$ cat config.mk
export PLATFORM = sky130hd
export DESIGN_NAME = fpbp_rank_cmp
export DESIGN_NICKNAME = d
export VERILOG_FILES = /design/src/hw/rtl/fpbp_pkg.sv /design/src/hw/rtl/fpbp_rank_cmp.sv
export SDC_FILE = /design/constraint.sdc
export NUM_CORES = 1
export LEC_CHECK = 0
export BUFFER_PORTS_ARGS = -buffer_cell sky130_fd_sc_hd__buf_2
export CORE_AREA = 3 3 221 223
export DETAILED_ROUTE_END_ITERATION = 8
export DIE_AREA = 0 0 224 226
export PLACE_DENSITY = 0.35
export SYNTH_ARGS = -nofsm -noshare
export SYNTH_HDL_FRONTEND = slang
export SYNTH_SLANG_ARGS = --single-unit
$ cat constraint.sdc
create_clock -name vclk -period 5.7
set_input_delay 0.57 -clock vclk [all_inputs]
set_output_delay 0.57 -clock vclk [all_outputs]
set_load 0.01 [all_outputs]
$ cat src/hw/rtl/fpbp_pkg.sv
`timescale 1ns / 1ps
// ----------------------------------------------------------------------------
// fpbp_pkg
// Shared types and constants of the fee priority bounded pool.
// ----------------------------------------------------------------------------
package fpbp_pkg;

    localparam int KEY_BITS   = 256;
    localparam int BYTES_W    = 20;
    localparam int TOTAL_W    = 27;
    localparam int OUT_CNT_W  = 7;
    localparam int OUT_BYTE_W = 26;

    typedef enum logic [1:0] {
        CMD_ADD      = 2'd0,
        CMD_REMOVE   = 2'd1,
        CMD_CONTAINS = 2'd2,
        CMD_DUMP     = 2'd3
    } t_cmd;

    typedef enum logic [2:0] {
        STS_ADDED    = 3'd0,
        STS_DUP      = 3'd1,
        STS_REJECTED = 3'd2,
        STS_FOUND    = 3'd3,
        STS_NOTFOUND = 3'd4
    } t_status;

    typedef enum logic [1:0] {
        S_IDLE,
        S_SCAN,
        S_DECIDE
    } t_state;

    // configuration register indexes
    localparam logic CFG_MAX_BYTES = 1'b0;
    localparam logic CFG_MAX_COUNT = 1'b1;

endpackage

$ cat src/hw/rtl/fpbp_rank_cmp.sv
`timescale 1ns / 1ps
// ----------------------------------------------------------------------------
// fpbp_rank_cmp
// Ranks a scanned entry against the current best: lowest rate for eviction,
// highest rate for dump, ties broken by the smaller key in both cases.
// ----------------------------------------------------------------------------
module fpbp_rank_cmp
    import fpbp_pkg::*;
#(
    parameter int RATE_BITS = 32
) (
    input  logic [RATE_BITS-1:0] i_cand_rate,
    input  logic [KEY_BITS-1:0]  i_cand_key,
    input  logic [RATE_BITS-1:0] i_best_rate,
    input  logic [KEY_BITS-1:0]  i_best_key,
    input  logic                 i_max_mode,
    output logic                 o_better
);
    logic key_lt;
    logic rate_eq;
    logic rate_win;

    assign key_lt   = i_cand_key < i_best_key;
    assign rate_eq  = i_cand_rate == i_best_rate;
    // direction of the rate order depends on the search
    assign rate_win = i_max_mode ? (i_cand_rate > i_best_rate) : (i_cand_rate < i_best_rate);
    assign o_better = rate_win || (rate_eq && key_lt);
endmodule

Word-level counts from Yosys, hierarchy flattened
Cells that the tools add are included.
Storage, ports and cells
  bits in registers: 0
  input port bits: 577
  output and inout port bits: 1
  word-level logic and storage cells: 7
Operators by class
  order comparisons: 3
  eq/ne operators: 1
  multiplexer cells: 1
  reductions and logical operators: 2
Operators with widths (count)
  $lt A256 B256 Y1: 1
  $eq A32 B32 Y1: 1
  $gt A32 B32 Y1: 1
  $lt A32 B32 Y1: 1
  $logic_and A1 B1 Y1: 1
  $logic_or A1 B1 Y1: 1
  $mux W1: 1

Longest topological paths before layout
Gate-level depths: netlist (run 1).
  depth in word-level cells: 3
  depth in mapped cells: 10
  depth with buffers taken out: 10

Worst setup path after synthesis (run 1)
OpenSTA, ideal clock, no wires.
  path type: input to output
  from: input i_best_key[148]
  to: output o_better
  arrival: 2612 ps
  setup slack: 2518 ps
  stages on the path: 10
  path buffers: 0
  path through: inv_1 > ha_1 > a21oi_2 > a21boi_1 > o41ai_2 > o211ai_1 > or4_4 > a2111oi_2 > o2111ai_1 > nand3_1
Between the ends
  longest elaborated chain between the ends: 3
Ends and longest elaborated chain
  start: declaration: RTL line fpbp_rank_cmp.sv:15  | input logic [KEY_BITS-1:0] i_best_key,
  $lt A256 B256 Y1: RTL line fpbp_rank_cmp.sv:23  | assign key_lt = i_cand_key < i_best_key;
  $logic_and A1 B1 Y1: RTL line fpbp_rank_cmp.sv:27  | assign o_better = rate_win || (rate_eq && key_lt);
  $logic_or A1 B1 Y1: RTL line fpbp_rank_cmp.sv:27
  end: declaration: RTL line fpbp_rank_cmp.sv:17  | output logic o_better
Every way passes these cells.

Worst setup path after layout (run 1)
  from: input i_best_key[87]
  to: output o_better
The elaborated chain is that of the path after synthesis.

==> results of run 1 <==
## final timing paths
check	start	cells after the start	to
worst max-delay path	i_best_key[87]	13	o_better
worst min-delay path	i_max_mode	5	o_better
## routing by layer
| metal | wire length, um | up-vias | share of wire | GRT usage |
|---|---|---|---|---|
| met1 | 13700 | 3968 | 0.38 | 0.141 |
| met3 | 2920 | 46 | 0.080 | 0.0355 |
| met2 | 19000 | 357 | 0.52 | 0.266 |
| li1 | - | 4778 | - | - |
| met4 | 672 | 24 | 0.018 | 0.0248 |
| met5 | 152 | - | 0.0042 | 0 |
## report_power, final
part,internal [uW],switching [uW]
clock network,0.000141,0
registers,0,0
logic,345,333
total,345,333
## synth_stat cells (5+ instances only)
cell type	n
sky130_fd_sc_hd__a21oi_1	88
sky130_fd_sc_hd__nor3_1	19
sky130_fd_sc_hd__a211oi_1	17
sky130_fd_sc_hd__nand3_1	24
sky130_fd_sc_hd__o211ai_1	13
sky130_fd_sc_hd__ha_1	287
sky130_fd_sc_hd__and4_1	10
sky130_fd_sc_hd__inv_1	293
sky130_fd_sc_hd__o21ai_0	49
sky130_fd_sc_hd__nand4_1	49
sky130_fd_sc_hd__nand2_1	64
sky130_fd_sc_hd__a21o_1	20
sky130_fd_sc_hd__nor2b_1	5
sky130_fd_sc_hd__nor2_1	37
sky130_fd_sc_hd__a221oi_1	8
sky130_fd_sc_hd__nor4_1	5
## cells by family (layout without fill, tap and decap cells)
kind of cell	count (synthesis)	after routing	synth area share
AOI/OAI and AO/OA	227	227	0.195
adders and majority gates	287	287	0.494
buffers and inverters	293	873	0.151
muxes	1	1	0.00138
other	0	6	0
and+or+nand+nor	225	225	0.158
## area by class of cell
cell class	instances	area share
Timing Repair Buffer	580	0.266
Inverter	293	0.100
Multi-Input combinational cell	740	0.563
Antenna cell	6	0.00137
Tap cell	607	0.0694
## metrics by stage
| stage | utilization | instances |
|---|---|---|
| 6_report | 0.234 | 2226 |
| 5_1_grt | 0.234 | 2225 |
| 4_1_cts | 0.234 | 2220 |
| 3_5_place_dp | 0.234 | 2220 |
| 3_3_place_gp | 0.234 | 2220 |
| 2_1_floorplan | - | 1033 |
==> results.md, run 1 <==
- Portion of the clock cycle consumed by the worst path in the final layout: 0.712
- Crit path max-delay family: compound AO/OA/AOI/OAI gates
- Maximum operating frequency: 246 MHz
- Via count of the routed design: 9173
- # port buffers: 578
- Chip Height: 226 um
- Min-delay worst type: primary input to primary output
- Critical-path cell list: buf_2, inv_1, ha_1, a21oi_1, o21ai_0, a221oi_1, a21oi_1, or3_1, a2111oi_0, buf_4, o2111ai_1, nand3_1, buf_2
- Hold Slack: 1.68 ns
- Outcome: finished, final reports clean
- Total standard cell area after synthesis: approximately 7300 um^2
- Hpwl dp: 35400 um
- Full die area: slightly above 50000 um^2
- Setup fix buffers added after clock tree synthesis: 0
- Top library cells by usage in the layout, fill and taps aside: sky130_fd_sc_hd__buf_2, sky130_fd_sc_hd__inv_1, sky130_fd_sc_hd__ha_1, sky130_fd_sc_hd__a21oi_1, sky130_fd_sc_hd__nand2_1
- Setup TNS after final layout: 0 ns
- Overflow after GRT: 0
- Required time worst endpoint: 5.13 ns
- Worst-path maximum fanout: 3
- Tightest Pin Transition: 0.844 ns
- Total leakage power: roughly 0.0068 uW
- Number of global-route vias before repair: 9837
- Pwr Total: 679 uW
- Ranking of synthesized cells by area: sky130_fd_sc_hd__ha_1, sky130_fd_sc_hd__inv_1, sky130_fd_sc_hd__a21oi_1
- Worst path arrival time: 3.49 ns
- Critical path class: primary input to primary output
- Worst Setup Start Kind: primary input
- Maximum cell stage delay along the critical path: ~0.7 ns
- Post-synthesis cell type with the largest combined area: sky130_fd_sc_hd__ha_1
- Fillers: 5458
- Final routed DRC violation total: 0
- Number of pins exceeding their max-slew limit in the final report: 0
- Count of boundary I/O pins: ~580
- Total detailed-routing wirelength: ~36000 um
- Number of sequential storage elements: 0
- Syn Nets: 1897
- Mean instance size in the synthesized netlist: 7.03 um^2
- DR pass1 iterations: 4
- Overall track demand over capacity in global routing: 0.134
- Area delta synth->final: 50.7%
- First-pass GRT wire length: 52700 um
- Final min period: 4.06 ns
- Fraction of synthesized cell area taken by the top area cell type: 0.494
- Quantity of hold-fixing buffers added after cts: 0
- Die X: 224 um
- Final critical-path setup slack: 1.64 ns
- Initial Util: 0.155
- Post-layout net count: 2479
- Via/cell ratio: 4.12
- Number of warning messages in the yosys log: 0
- Worst Path Buf+Inv: 4
- Post-place instance area: around 11000 um^2
- Unrepaired setup endpoints after global routing: no
- Placer congestion estimate: 0.810
- Netlist cell types: 48
- Site Rows: 79
- Synth Instances: 1033
- Power per cell area: 62.0 nW/um^2
- Sequential cell area: 0 um^2
- Relative slew slack: 0.423
- Layout cells sized above 1: 0.363
- Worst slack after detailed placement: ~1.5 ns
- Max-cap viol count: 0
- Antenna Violating Nets Remaining: 0
- Post-route design area: 10900 um^2
- Pin count of the biggest net entering global routing: 5
- Capturing element type of the critical path: primary output
- Final setup violating endpoints: 0
- Post-synthesis sequential area ratio: 0
- First DRT Iteration DRCs: 172
- Final-layout clock buffer total: 0
- Leading cell type in the layout, fill and taps excluded: sky130_fd_sc_hd__buf_2
- VDD IR-drop max: 22.2 uV
- Footprint of the multi-input gates: 6170 um^2
- Drt wl/cell: 16.4 um
- Total of cells resized after clock tree synthesis: 0
- Cell with the largest stage delay on the worst path: sky130_fd_sc_hd__a2111oi_0
- Number of antenna violations at the first check in global routing: 18
- Floorplan Core Area: between 40000 and 50000 um^2
- Number of endpoints with negative hold slack in the final report: 0
Note: power is estimated with default switching activity, not from simulation.
==> run 2: changes to the inputs <==
--- a/config.mk
+++ b/config.mk
@@ -6,9 +6,9 @@
 export NUM_CORES = 1
 export LEC_CHECK = 0
 export BUFFER_PORTS_ARGS = -buffer_cell sky130_fd_sc_hd__buf_2
-export CORE_AREA = 3 3 221 223
+export CORE_AREA = 3 3 222 224
 export DETAILED_ROUTE_END_ITERATION = 8
-export DIE_AREA = 0 0 224 226
+export DIE_AREA = 0 0 225 227
 export PLACE_DENSITY = 0.35
 export SYNTH_ARGS = -nofsm -noshare
 export SYNTH_HDL_FRONTEND = slang
==> constraint.sdc (replaced) <==
create_clock -name vclk -period 3.8
set_input_delay 0.38 -clock vclk [all_inputs]
set_output_delay 0.38 -clock vclk [all_outputs]
set_load 0.01 [all_outputs]
==> results.md, run 2 (same netlist as run 1, synthesis figures left out) <==
- Number of antenna violations at the first check in global routing: 19
- Leading cell type in the layout, fill and taps excluded: sky130_fd_sc_hd__buf_2
- Number of sequential storage elements: 0
- Hpwl dp: 35500 um
- Unrepaired setup endpoints after global routing: no
- Utilization after layout: 0.231
- Cell with the largest stage delay on the worst path: sky130_fd_sc_hd__a2111oi_1
- Outcome: finished, final reports clean
- Global routing usage on met3: 0.0407
- Count of boundary I/O pins: 578
- Overflow after GRT: 0
- GRT met1 Usage: 0.137
- # port buffers: 578
- Maximum cell stage delay along the critical path: 0.47 ns
- Pin count of the biggest net entering global routing: 5
- VDD IR-drop max: approximately 32 uV
- Sequential cell area: 0 um^2
- Post-route design area: 11000 um^2
- Total leakage power: 0.00686 uW
- Critical path class: primary input to primary output
- Worst Path Buf+Inv: 3
- Full die area: 51100 um^2
- Hold Startpoint: i_max_mode
- Max-cap viol count: 0
- Final cell count without fillers: 2239
- Total of cells resized after clock tree synthesis: 0
- Antenna Violating Nets Remaining: 0
- Maximum operating frequency: between 200 and 300 MHz
- Final-layout clock buffer total: 0
- Critical-path cell list: buf_2, ha_1, a21oi_1, o21ai_0, a221o_1, o21ai_0, o311ai_0, a2111oi_1, buf_4, o2111ai_1, nand3_1, buf_2
- Portion of the clock cycle consumed by the worst path in the final layout: 0.924
- Placer congestion estimate: 0.842
- Chip Height: 227 um
- Setup TNS after final layout: 0 ns
- Worst Setup Start Kind: primary input
- Via count of the routed design: slightly above 9000
- Hold worst-path end: o_better
- Initial Util: 0.153
- First DRT Iteration DRCs: ~130
- Register share of total power: 0
- Floorplan Core Area: ~48000 um^2
- Tightest Pin Transition: 0.554 ns
- Post-place instance area: 11000 um^2
- Post-placement cell count: 2230
- Switching share of power: 0.489
- Total detailed-routing wirelength: between 30000 and 40000 um
- Number of global-route vias before repair: 9607
- Required time worst endpoint: 3.42 ns
- Min-delay worst type: primary input to primary output
- Int Pwr: 516 uW
- Crit path max-delay family: compound AO/OA/AOI/OAI gates
- Number of pins exceeding their max-slew limit in the final report: 0
- Setup fix buffers added after clock tree synthesis: 0
- Number of endpoints with negative hold slack in the final report: 0
- Top library cells by usage in the layout, fill and taps aside: sky130_fd_sc_hd__buf_2, sky130_fd_sc_hd__inv_1, sky130_fd_sc_hd__ha_1, sky130_fd_sc_hd__a21oi_1, sky130_fd_sc_hd__nand2_1
- Power per cell area: between 90 and 100 nW/um^2
- Layout cells sized above 1: 0.364
- Pwr Total: 1010 uW
- Switching power: 495 uW
- Most Crowded Layer GR: met2
- Fillers: 5524
- Drt wl/cell: 16.3 um
- DR pass1 iterations: 4
- Hold depth: 5
- Area delta synth->final: 51.1%
- Relative slew slack: 0.626
- Capturing element type of the critical path: primary output
- First-pass GRT wire length: slightly above 50000 um
- Clock network fraction of total power: 0
- Logic pwr share: 1.000
- Final setup violating endpoints: 0
- Worst path arrival time: 3.13 ns
- Met2 demand-to-capacity share in global routing: 0.264
- Final min period: 3.51 ns
- Quantity of hold-fixing buffers added after cts: 0
- Via/cell ratio: 4.08
- Site Rows: 80
- Final routed DRC violation total: 0
- Worst-path maximum fanout: 2
- Die X: 225 um
- Post-layout net count: 2481
- Overall track demand over capacity in global routing: 0.131
==> run 2: changes by cell type in the layout (fill, tap and decap cells not counted), sizes merged <==
| cell | delta |
|---|---|
| diode | +3 |
| buf | +2 |
==> run 2: metal layers <==
metal	part of all wire	wire, um	vias to the layer above
li1	-	-	4792
met1	0.37	13600	3912
met2	0.52	18900	367
met3	0.091	3310	40
met4	0.014	510	18
met5	0.0030	110	-
==> run 2: through the flow <==
step           hold slack [ns]  setup WS, ns
4_1_cts                   1.43         0.166
3_5_place_dp              1.43         0.190
5_1_grt                   1.45        0.0705
2_1_floorplan            0.970         0.998
6_report                  1.33         0.287
3_3_place_gp              1.44         0.255
==> run 2: worst max-delay path by stage <==
stage                     endpoint  slack [ns]            start  cells past startpoint
final                     o_better        0.29   i_cand_key[37]                     12
after global routing      o_better        0.07  i_cand_key[148]                     11
after CTS                 o_better        0.17   i_cand_key[37]                     12
after detailed placement  o_better        0.19   i_cand_key[37]                     12
after global placement    o_better        0.25   i_cand_key[37]                     12
after floorplan           o_better         1.0  i_best_key[148]                     10
==> run 2: final cells by class <==
| cell class | instances | area [um^2] | area share |
|---|---|---|---|
| repair buffers | 582 | 2920 | 0.266 |
| inverters | 293 | 1100 | 0.100 |
| well taps | 615 | 769 | 0.0701 |
| diodes | 9 | 22.5 | 0.00205 |
| multi-input cells | 740 | 6170 | 0.562 |
==> run 2: worst min-delay path: cells and delay by family <==
kind,cells,cell delay (ns)
buf+inv,3,0.33
mux,1,0.11
simple gates,1,0.14
==> run 2: power by group through the flow <==
| stage | Clock [uW] | Combinational, uW | Sequential, uW |
|---|---|---|---|
| global placement | 0 | 1030 | 0 |
| CTS | 0 | 1040 | 0 |
| finish | 0.000317 | 1010 | 0 |
| global route | 0.000247 | 1180 | 0 |
| detailed placement | 0 | 1030 | 0 |
| floorplan | 0 | 519 | 0 |
